$ cat config.mk
export PLATFORM = sky130hd
export DESIGN_NAME = number_to_english_word_tokens
export DESIGN_NICKNAME = d
export VERILOG_FILES = /design/src/rtl/ntew_pkg.sv /design/src/rtl/number_to_english_word_tokens.sv
export SDC_FILE = /design/constraint.sdc
export NUM_CORES = 1
export LEC_CHECK = 0
export BUFFER_PORTS_ARGS = -buffer_cell sky130_fd_sc_hd__clkbuf_2
export CELL_PAD_IN_SITES_DETAIL_PLACEMENT = 1
export CELL_PAD_IN_SITES_GLOBAL_PLACEMENT = 1
export CORE_ASPECT_RATIO = 1.4
export CORE_MARGIN = 4
export CORE_UTILIZATION = 41
export DETAILED_ROUTE_END_ITERATION = 10
export GPL_TIMING_DRIVEN = 0
export PLACE_DENSITY_LB_ADDON = 0.1
export REMOVE_ABC_BUFFERS = 1
export SLEW_MARGIN = 25
export SYNTH_ARGS = -nofsm -noshare
export SYNTH_HDL_FRONTEND = slang
export SYNTH_SLANG_ARGS = --single-unit
$ cat constraint.sdc
create_clock -name clk -period 11.2 [get_ports clk]
set_clock_uncertainty 0.1 [all_clocks]
set_input_delay 0.56 -clock clk [delete_from_list [all_inputs] [get_ports clk]]
set_output_delay 0.56 -clock clk [all_outputs]
set_load 0.1 [all_outputs]
$ cat src/rtl/ntew_pkg.sv
// ntew_pkg: shared constants and word codes for number_to_english_word_tokens
// no dependencies
`default_nettype none

package ntew_pkg;

    localparam int VALUE_W  = 31;              // input integer width
    localparam int DIGITS   = 10;              // decimal digits needed for VALUE_W bits
    localparam int BCD_W    = 4 * DIGITS;
    localparam int GROUPS   = 4;               // units, thousands, millions, billions
    localparam int SLOTS    = 5;               // hundreds digit, hundred, tens, units, scale
    localparam int WORD_W   = 5;
    localparam int IN_TDATA_W  = 32;
    localparam int OUT_TDATA_W = 8;

    localparam logic [WORD_W-1:0] CODE_ZERO     = 5'd0;
    localparam logic [WORD_W-1:0] CODE_TEN      = 5'd10;
    localparam logic [WORD_W-1:0] CODE_TENS_OFS = 5'd18;
    localparam logic [WORD_W-1:0] CODE_HUNDRED  = 5'd28;
    localparam logic [WORD_W-1:0] CODE_THOUSAND = 5'd29;
    localparam logic [WORD_W-1:0] CODE_MILLION  = 5'd30;
    localparam logic [WORD_W-1:0] CODE_BILLION  = 5'd31;

    // scale word for a group, counted from the top group (0 = billions)
    function automatic logic [WORD_W-1:0] scale_code(input logic [1:0] top_idx);
        logic [WORD_W-1:0] code;
        unique case (top_idx)
            2'd0:    code = CODE_BILLION;
            2'd1:    code = CODE_MILLION;
            2'd2:    code = CODE_THOUSAND;
            default: code = CODE_ZERO;
        endcase
        return code;
    endfunction

endpackage

`default_nettype wire

$ cat src/rtl/number_to_english_word_tokens.sv
// number_to_english_word_tokens: spells a 31-bit integer as a run of english word codes
// depends on ntew_pkg
// sequence: accept, the shift-add-3 conversion loop, then one word slot per cycle while the output is free
// the next item is taken only after the last word is loaded; zero spells as one word; m_tready can stall
// the binary-to-bcd loop reuses one digit-correct/shift datapath, the slot walk steps fixed slots
// s_tready is high only while idle; a finished word waits in the output register
// reset (rst_n, async, active low) clears the sequencer and the output valid
`default_nettype none

module number_to_english_word_tokens
    import ntew_pkg::*;
(
    input  wire logic                   clk,
    input  wire logic                   rst_n,
    input  wire logic                   s_tvalid,
    output logic                        s_tready,
    input  wire logic [IN_TDATA_W-1:0]  s_tdata,   // [30:0] value, [31] zero pad
    output logic                        m_tvalid,
    input  wire logic                   m_tready,
    output logic [OUT_TDATA_W-1:0]      m_tdata,   // [4:0] word_code, [7:5] zero pad
    output logic                        m_tlast    // last_word
);

    typedef enum logic [1:0] {
        ST_IDLE,
        ST_CONV,
        ST_EMIT
    } state_t;

    localparam int SLOT_TOTAL = GROUPS * SLOTS;

    state_t             state_reg, state_next;
    logic [VALUE_W-1:0] bin_reg, bin_next;      // binary bits still to shift in
    logic [BCD_W-1:0]   bcd_reg, bcd_next;      // decimal digits being built
    logic [4:0]         cnt_reg, cnt_next;      // conversion steps left after the current one
    logic [1:0]         grp_reg, grp_next;      // group index from the top (0 = billions)
    logic [2:0]         slot_reg, slot_next;    // slot within the group
    logic               out_valid_reg, out_valid_next;
    logic [WORD_W-1:0]  out_code_reg, out_code_next;
    logic               out_last_reg, out_last_next;

    // digit correct: each digit of 5 or more gets 3 added before the shift
    logic [BCD_W-1:0]   bcd_adj;
    always_comb
    begin
        for (int i = 0; i < DIGITS; i++)
        begin
            if (bcd_reg[4*i +: 4] >= 4'd5)
                bcd_adj[4*i +: 4] = bcd_reg[4*i +: 4] + 4'd3;
            else
                bcd_adj[4*i +: 4] = bcd_reg[4*i +: 4];
        end
    end

    // digits padded to four full groups of three
    logic [4*3*GROUPS-1:0] digits_all;
    assign digits_all = {{(4*3*GROUPS-BCD_W){1'b0}}, bcd_reg};

    // per-slot validity of every word position, top group first
    logic [SLOT_TOTAL-1:0] slot_ok;
    always_comb
    begin
        logic [3:0] h, t, u;
        logic       nz;
        int         g;
        for (int k = 0; k < GROUPS; k++)
        begin
            g  = GROUPS - 1 - k;
            h  = digits_all[12*g + 8 +: 4];
            t  = digits_all[12*g + 4 +: 4];
            u  = digits_all[12*g     +: 4];
            nz = (h != 4'd0) || (t != 4'd0) || (u != 4'd0);
            slot_ok[SLOTS*k + 0] = (h != 4'd0);
            slot_ok[SLOTS*k + 1] = (h != 4'd0);
            slot_ok[SLOTS*k + 2] = (t != 4'd0);
            slot_ok[SLOTS*k + 3] = (t != 4'd1) && (u != 4'd0);
            slot_ok[SLOTS*k + 4] = (g != 0) && nz;
        end
    end

    // current slot
    logic [4:0]        idx, idx_p1;
    logic              cur_ok, cur_last, bcd_zero, out_free, out_load;
    logic [3:0]        cur_h, cur_t, cur_u;
    logic [WORD_W-1:0] cur_code;
    logic [SLOT_TOTAL-1:0] later;

    assign idx      = {1'b0, grp_reg, 2'b00} + {3'b000, grp_reg} + {2'b00, slot_reg};
    assign idx_p1   = idx + 5'd1;
    assign cur_ok   = slot_ok[idx];
    assign later    = slot_ok >> idx_p1;
    assign cur_last = (later == '0);
    assign bcd_zero = (bcd_reg == '0);
    assign out_free = !out_valid_reg || m_tready;

    always_comb
    begin
        logic [1:0] g_lo;
        g_lo  = 2'd3 - grp_reg;
        cur_h = digits_all[{1'b0, g_lo, 3'b000} + {2'b00, g_lo, 2'b00} + 6'd8 +: 4];
        cur_t = digits_all[{1'b0, g_lo, 3'b000} + {2'b00, g_lo, 2'b00} + 6'd4 +: 4];
        cur_u = digits_all[{1'b0, g_lo, 3'b000} + {2'b00, g_lo, 2'b00} +: 4];
    end

    always_comb
    begin
        case (slot_reg)
            3'd0:    cur_code = {1'b0, cur_h};
            3'd1:    cur_code = CODE_HUNDRED;
            3'd2:    cur_code = (cur_t == 4'd1) ? CODE_TEN + {1'b0, cur_u}
                                                : CODE_TENS_OFS + {1'b0, cur_t};
            3'd3:    cur_code = {1'b0, cur_u};
            default: cur_code = scale_code(grp_reg);
        endcase
    end

    // sequencer
    always_comb
    begin
        state_next     = state_reg;
        bin_next       = bin_reg;
        bcd_next       = bcd_reg;
        cnt_next       = cnt_reg;
        grp_next       = grp_reg;
        slot_next      = slot_reg;
        out_valid_next = out_valid_reg;
        out_code_next  = out_code_reg;
        out_last_next  = out_last_reg;
        out_load       = 1'b0;

        if (out_valid_reg && m_tready)
            out_valid_next = 1'b0;

        unique case (state_reg)
            ST_IDLE:
            begin
                if (s_tvalid)
                begin
                    bin_next   = s_tdata[VALUE_W-1:0];
                    bcd_next   = '0;
                    cnt_next   = 5'(VALUE_W - 1);
                    state_next = ST_CONV;
                end
            end
            ST_CONV:
            begin
                bcd_next = {bcd_adj[BCD_W-2:0], bin_reg[VALUE_W-1]};
                bin_next = {bin_reg[VALUE_W-2:0], 1'b0};
                cnt_next = cnt_reg - 5'd1;
                if (cnt_reg == 5'd0)
                begin
                    grp_next   = 2'd0;
                    slot_next  = 3'd0;
                    state_next = ST_EMIT;
                end
            end
            ST_EMIT:
            begin
                if (bcd_zero)
                begin
                    // zero spells as the single word zero
                    if (out_free)
                    begin
                        out_load       = 1'b1;
                        out_valid_next = 1'b1;
                        out_code_next  = CODE_ZERO;
                        out_last_next  = 1'b1;
                        state_next     = ST_IDLE;
                    end
                end
                else if (!cur_ok || out_free)
                begin
                    if (cur_ok)
                    begin
                        out_load       = 1'b1;
                        out_valid_next = 1'b1;
                        out_code_next  = cur_code;
                        out_last_next  = cur_last;
                    end
                    if (cur_ok && cur_last)
                        state_next = ST_IDLE;
                    else if (slot_reg == 3'(SLOTS - 1))
                    begin
                        slot_next = 3'd0;
                        grp_next  = grp_reg + 2'd1;
                        if (grp_reg == 2'(GROUPS - 1))
                            state_next = ST_IDLE;
                    end
                    else
                        slot_next = slot_reg + 3'd1;
                end
            end
            default:
                state_next = ST_IDLE;
        endcase
    end

    always_ff @(posedge clk or negedge rst_n)
    begin
        if (!rst_n)
        begin
            state_reg     <= ST_IDLE;
            out_valid_reg <= 1'b0;
            cnt_reg       <= '0;
            grp_reg       <= '0;
            slot_reg      <= '0;
        end
        else
        begin
            state_reg     <= state_next;
            out_valid_reg <= out_valid_next;
            cnt_reg       <= cnt_next;
            grp_reg       <= grp_next;
            slot_reg      <= slot_next;
        end
    end

    // payload registers, no reset
    always_ff @(posedge clk)
    begin
        bin_reg      <= bin_next;
        bcd_reg      <= bcd_next;
        out_code_reg <= out_code_next;
        out_last_reg <= out_last_next;
    end

    assign s_tready = (state_reg == ST_IDLE);
    assign m_tvalid = out_valid_reg;
    assign m_tdata  = {{(OUT_TDATA_W-WORD_W){1'b0}}, out_code_reg};
    assign m_tlast  = out_last_reg;

`ifndef NO_ASSERTIONS
    a_accept_conv: assert property (@(posedge clk) disable iff (!rst_n)
        (s_tvalid && s_tready) |=> (state_reg == ST_CONV))
        else $error("accepted item did not start conversion");

    a_conv_len: assert property (@(posedge clk) disable iff (!rst_n)
        ($past(state_reg == ST_CONV) && (state_reg == ST_EMIT)) |-> ($past(cnt_reg) == 5'd0))
        else $error("conversion ended early");

    a_top_digit: assert property (@(posedge clk) disable iff (!rst_n)
        (state_reg == ST_EMIT) |-> (bcd_reg[BCD_W-1 -: 4] <= 4'd2))
        else $error("billions digit out of range");

    a_last_idle: assert property (@(posedge clk) disable iff (!rst_n)
        (out_load && out_last_next) |=> (state_reg == ST_IDLE))
        else $error("sequencer kept running after last word");
`endif

endmodule

`default_nettype wire
==> out/results.tsv <==
metric	value	unit
run status	finished, final reports clean	
TritonCTS Buffers	9	
Finished Cell Area	7350	µm²
# hold bufs at CTS	1	
number of cell rows	54	
CP bufs+invs	3	
largest area contributor in the synthesized netlist	edfxtp_1	
DP Area	7040	µm²
leakage power total	2.96	nW
number of clock sinks	90	
Top delay family on crit path	adder cells	
antenna violations before repair	0	
Antenna Cells	0	
post-cts sizing count	0	
Post-synth EDFFs	77	
GP Congestion	0.863	
Worst path max stage delay	0.93	ns
R2R depth	10	
top post-synthesis cells by area	edfxtp_1 35%, ha_1 7.8%, nand2_1 7.4%, mux4_2 6.5%, dfrtp_1 4.9%	
worst slew pin tran	0.907	ns
Largest register FFs	40	
worst skew pair latency	0.36	ns
relative slew slack	39.1	%
DRT Wirelength	17.4	mm
startpoint types	flip-flop	
Setup Viol. Count Final	0	
WS Path Type	reg -> reg	
H-tree levels	3	
Congestion Overflow GR	0	
Port-buffer cells	42	
CP Cell Sequence	inv_1 -> ha_1 -> clkinv_1 -> mux4_2 -> o32a_1 -> inv_1 -> ha_1 -> mux2_2 -> a21oi_1 -> nor2_1	
antenna-violating nets left	0	
Max-Cap Viols	0	
final core utilization	46.9	%
Top Ports	47	
Synth-to-Final Area Change	11.3	%
Vias	5218	
placed instance count	903	
Avg Cell Area, Syn	9.47	µm²
synthesized flop and latch total	90	
YS warnings	0	
Min Hold Slack	0.323	ns
Setup crit end kind	flip-flop	
Mapped Area	6600	µm²
RSZ-0062 raised after global routing	no	
largest net degree at the start of global routing	57	
DP Worst Slack	6.65	ns
Post-layout nets	797	
DR iter-0 viols	303	
clk root buf	clkbuf_16	
Final Instance Count excl. Fillers	920	
register area share after synthesis	39.9	%
hold path depth	2	
Peak supply drop	0.192	mV
starting density of the core	42.1	%
Hold Crit Class	in -> reg	
CTS tree	built	
first-pass GRT wire length	29.2	mm
largest fanout on the critical path	20	
DIE AREA	18200	µm²
CP Data Required Time	11.18	ns
DRC viols	0	
clk buf depth	2	
Post-synth top flop	edfxtp_1	
WL/cell	18.9	µm
TNS Setup	0	ns
Max stage delay cell, worst path	ha_1	
Max Clk Rate	225	MHz
total track usage	20.4	%
vias in the first global route	5719	
DR pass1 iterations	5	
layout cells sized above 1	15.5	%
Die Ht	158	µm
post-synthesis cell type count	76	
Total Power	2.53	mW
Final Cycle Share	39.7	%
critical path data arrival time	4.43	ns
core area	15700	µm²
Final WS setup	6.75	ns
Final Hold Fails	0	
HPWL Detailed	13.4	mm
Synth Instances	697	
die width	115	µm
Cell Pwr Density	345	nW/µm²
asr flop ratio synth	14.4	%
post-synth top area share	35.0	%
Crit. path cell count	10	
clock slew at reported path FFs	0.07	ns
Vias/cell	5.67	
final critical-path required period	4.45	ns
count of final max-slew check failures	0	
# Post-CTS Setup Buffers	0	
==> cell usage in the layout (no fill, tap or decap), drive strengths merged, types with 4 or more instances in the layout <==
cell and n:
nand2 131, edfxtp 77, nor2 73, a21oi 54, clkbuf 51, ha 41
inv 40, o21ai 28, mux4 19, nor3 18, xnor2 13, dfrtp 13
mux2i 12, nor3b 12, xor2 11, nand2b 11, nand3 9, o22ai 8
o211ai 7, buf 6, nor4b 5, a21o 5, a31oi 5, nand3b 5
nor2b 5, clkinv 5, a221oi 4
==> layer usage <==
layer  up-vias  global-route usage (%)  wire [µm]
li1       2528                       -          -
met1      2564                    22.9       6870
met2        89                    38.0       9510
met3        37                    2.49        403
met4         0                    9.56        612
met5         -                       0          0
==> where the power goes <==
group,switching [mW],total [mW],internal (mW),leakage [nW]
logic,0.862,1.43,0.572,1.84
clock network,0.153,0.310,0.157,0.143
registers,0.177,0.790,0.614,0.973
==> worst reg2reg max path, cell delays in order, from the launching register on <==
cell	delay, ns
dfrtp_1	0.61
inv_1	0.29
ha_1	0.94
clkinv_1	0.57
mux4_2	0.63
o32a_1	0.24
inv_1	0.08
ha_1	0.25
mux2_2	0.28
a21oi_1	0.14
nor2_1	0.05
==> cell usage after synthesis (4+ instances only) <==
master,n
a31oi_1,5
mux2i_1,12
nand2b_1,11
ha_1,41
o211ai_1,6
xor2_1,11
nor3b_2,6
inv_1,37
nor3_1,18
dfrtp_1,13
a221oi_1,4
nor3b_1,5
nor4b_1,5
clkbuf_1,24
edfxtp_1,77
nand3_1,8
o21ai_0,25
nor2b_1,5
a21o_1,5
mux4_2,19
buf_2,7
xnor2_1,13
o22ai_1,8
nor2_1,73
nand3b_1,5
a21oi_1,54
nand2_1,131
==> path summary, 6_finish.rpt <==
check                                            start                       endpoint  slack, ns
max in group asynchronous                        rst_n         grp_reg[0]$_DFFE_PN0P_      10.19
worst min-delay path                          s_tvalid       state_reg[0]$_DFFE_PN0P_       0.32
min in group asynchronous                        rst_n        slot_reg[2]$_DFFE_PN0P_       0.53
worst max register to register  grp_reg[1]$_DFFE_PN0P_  out_code_reg[2]$_SDFFCE_PN0P_       6.75
worst min register to register  cnt_reg[0]$_DFFE_PN0P_         cnt_reg[0]$_DFFE_PN0P_       0.41
worst max-delay path            grp_reg[1]$_DFFE_PN0P_  out_code_reg[2]$_SDFFCE_PN0P_       6.75
==> cell families (layout without fill, tap and decap cells) <==
| logic type | Yosys count | in the layout | share of synthesized area (%) |
|---|---|---|---|
| simple gates | 285 | 285 | 20.4 |
| compound gates | 142 | 142 | 14.0 |
| flops | 90 | 90 | 39.9 |
| buf+inv | 79 | 104 | 5.15 |
| fa+ha+maj | 42 | 42 | 8.07 |
| mux | 33 | 33 | 8.70 |
| xor+xnor | 25 | 25 | 3.58 |
| other cells | 1 | 3 | 0.0568 |
==> area by class of cell <==
type	instances	area, µm²
multi-input combinational	530	3650
inverter	39	146
timing repair buffer	49	363
clock inverter	7	72.6
tap	196	245
sequential	90	2640
fill	1821	8330
clock buffer	9	225
Power figures use the tool's default switching activity.
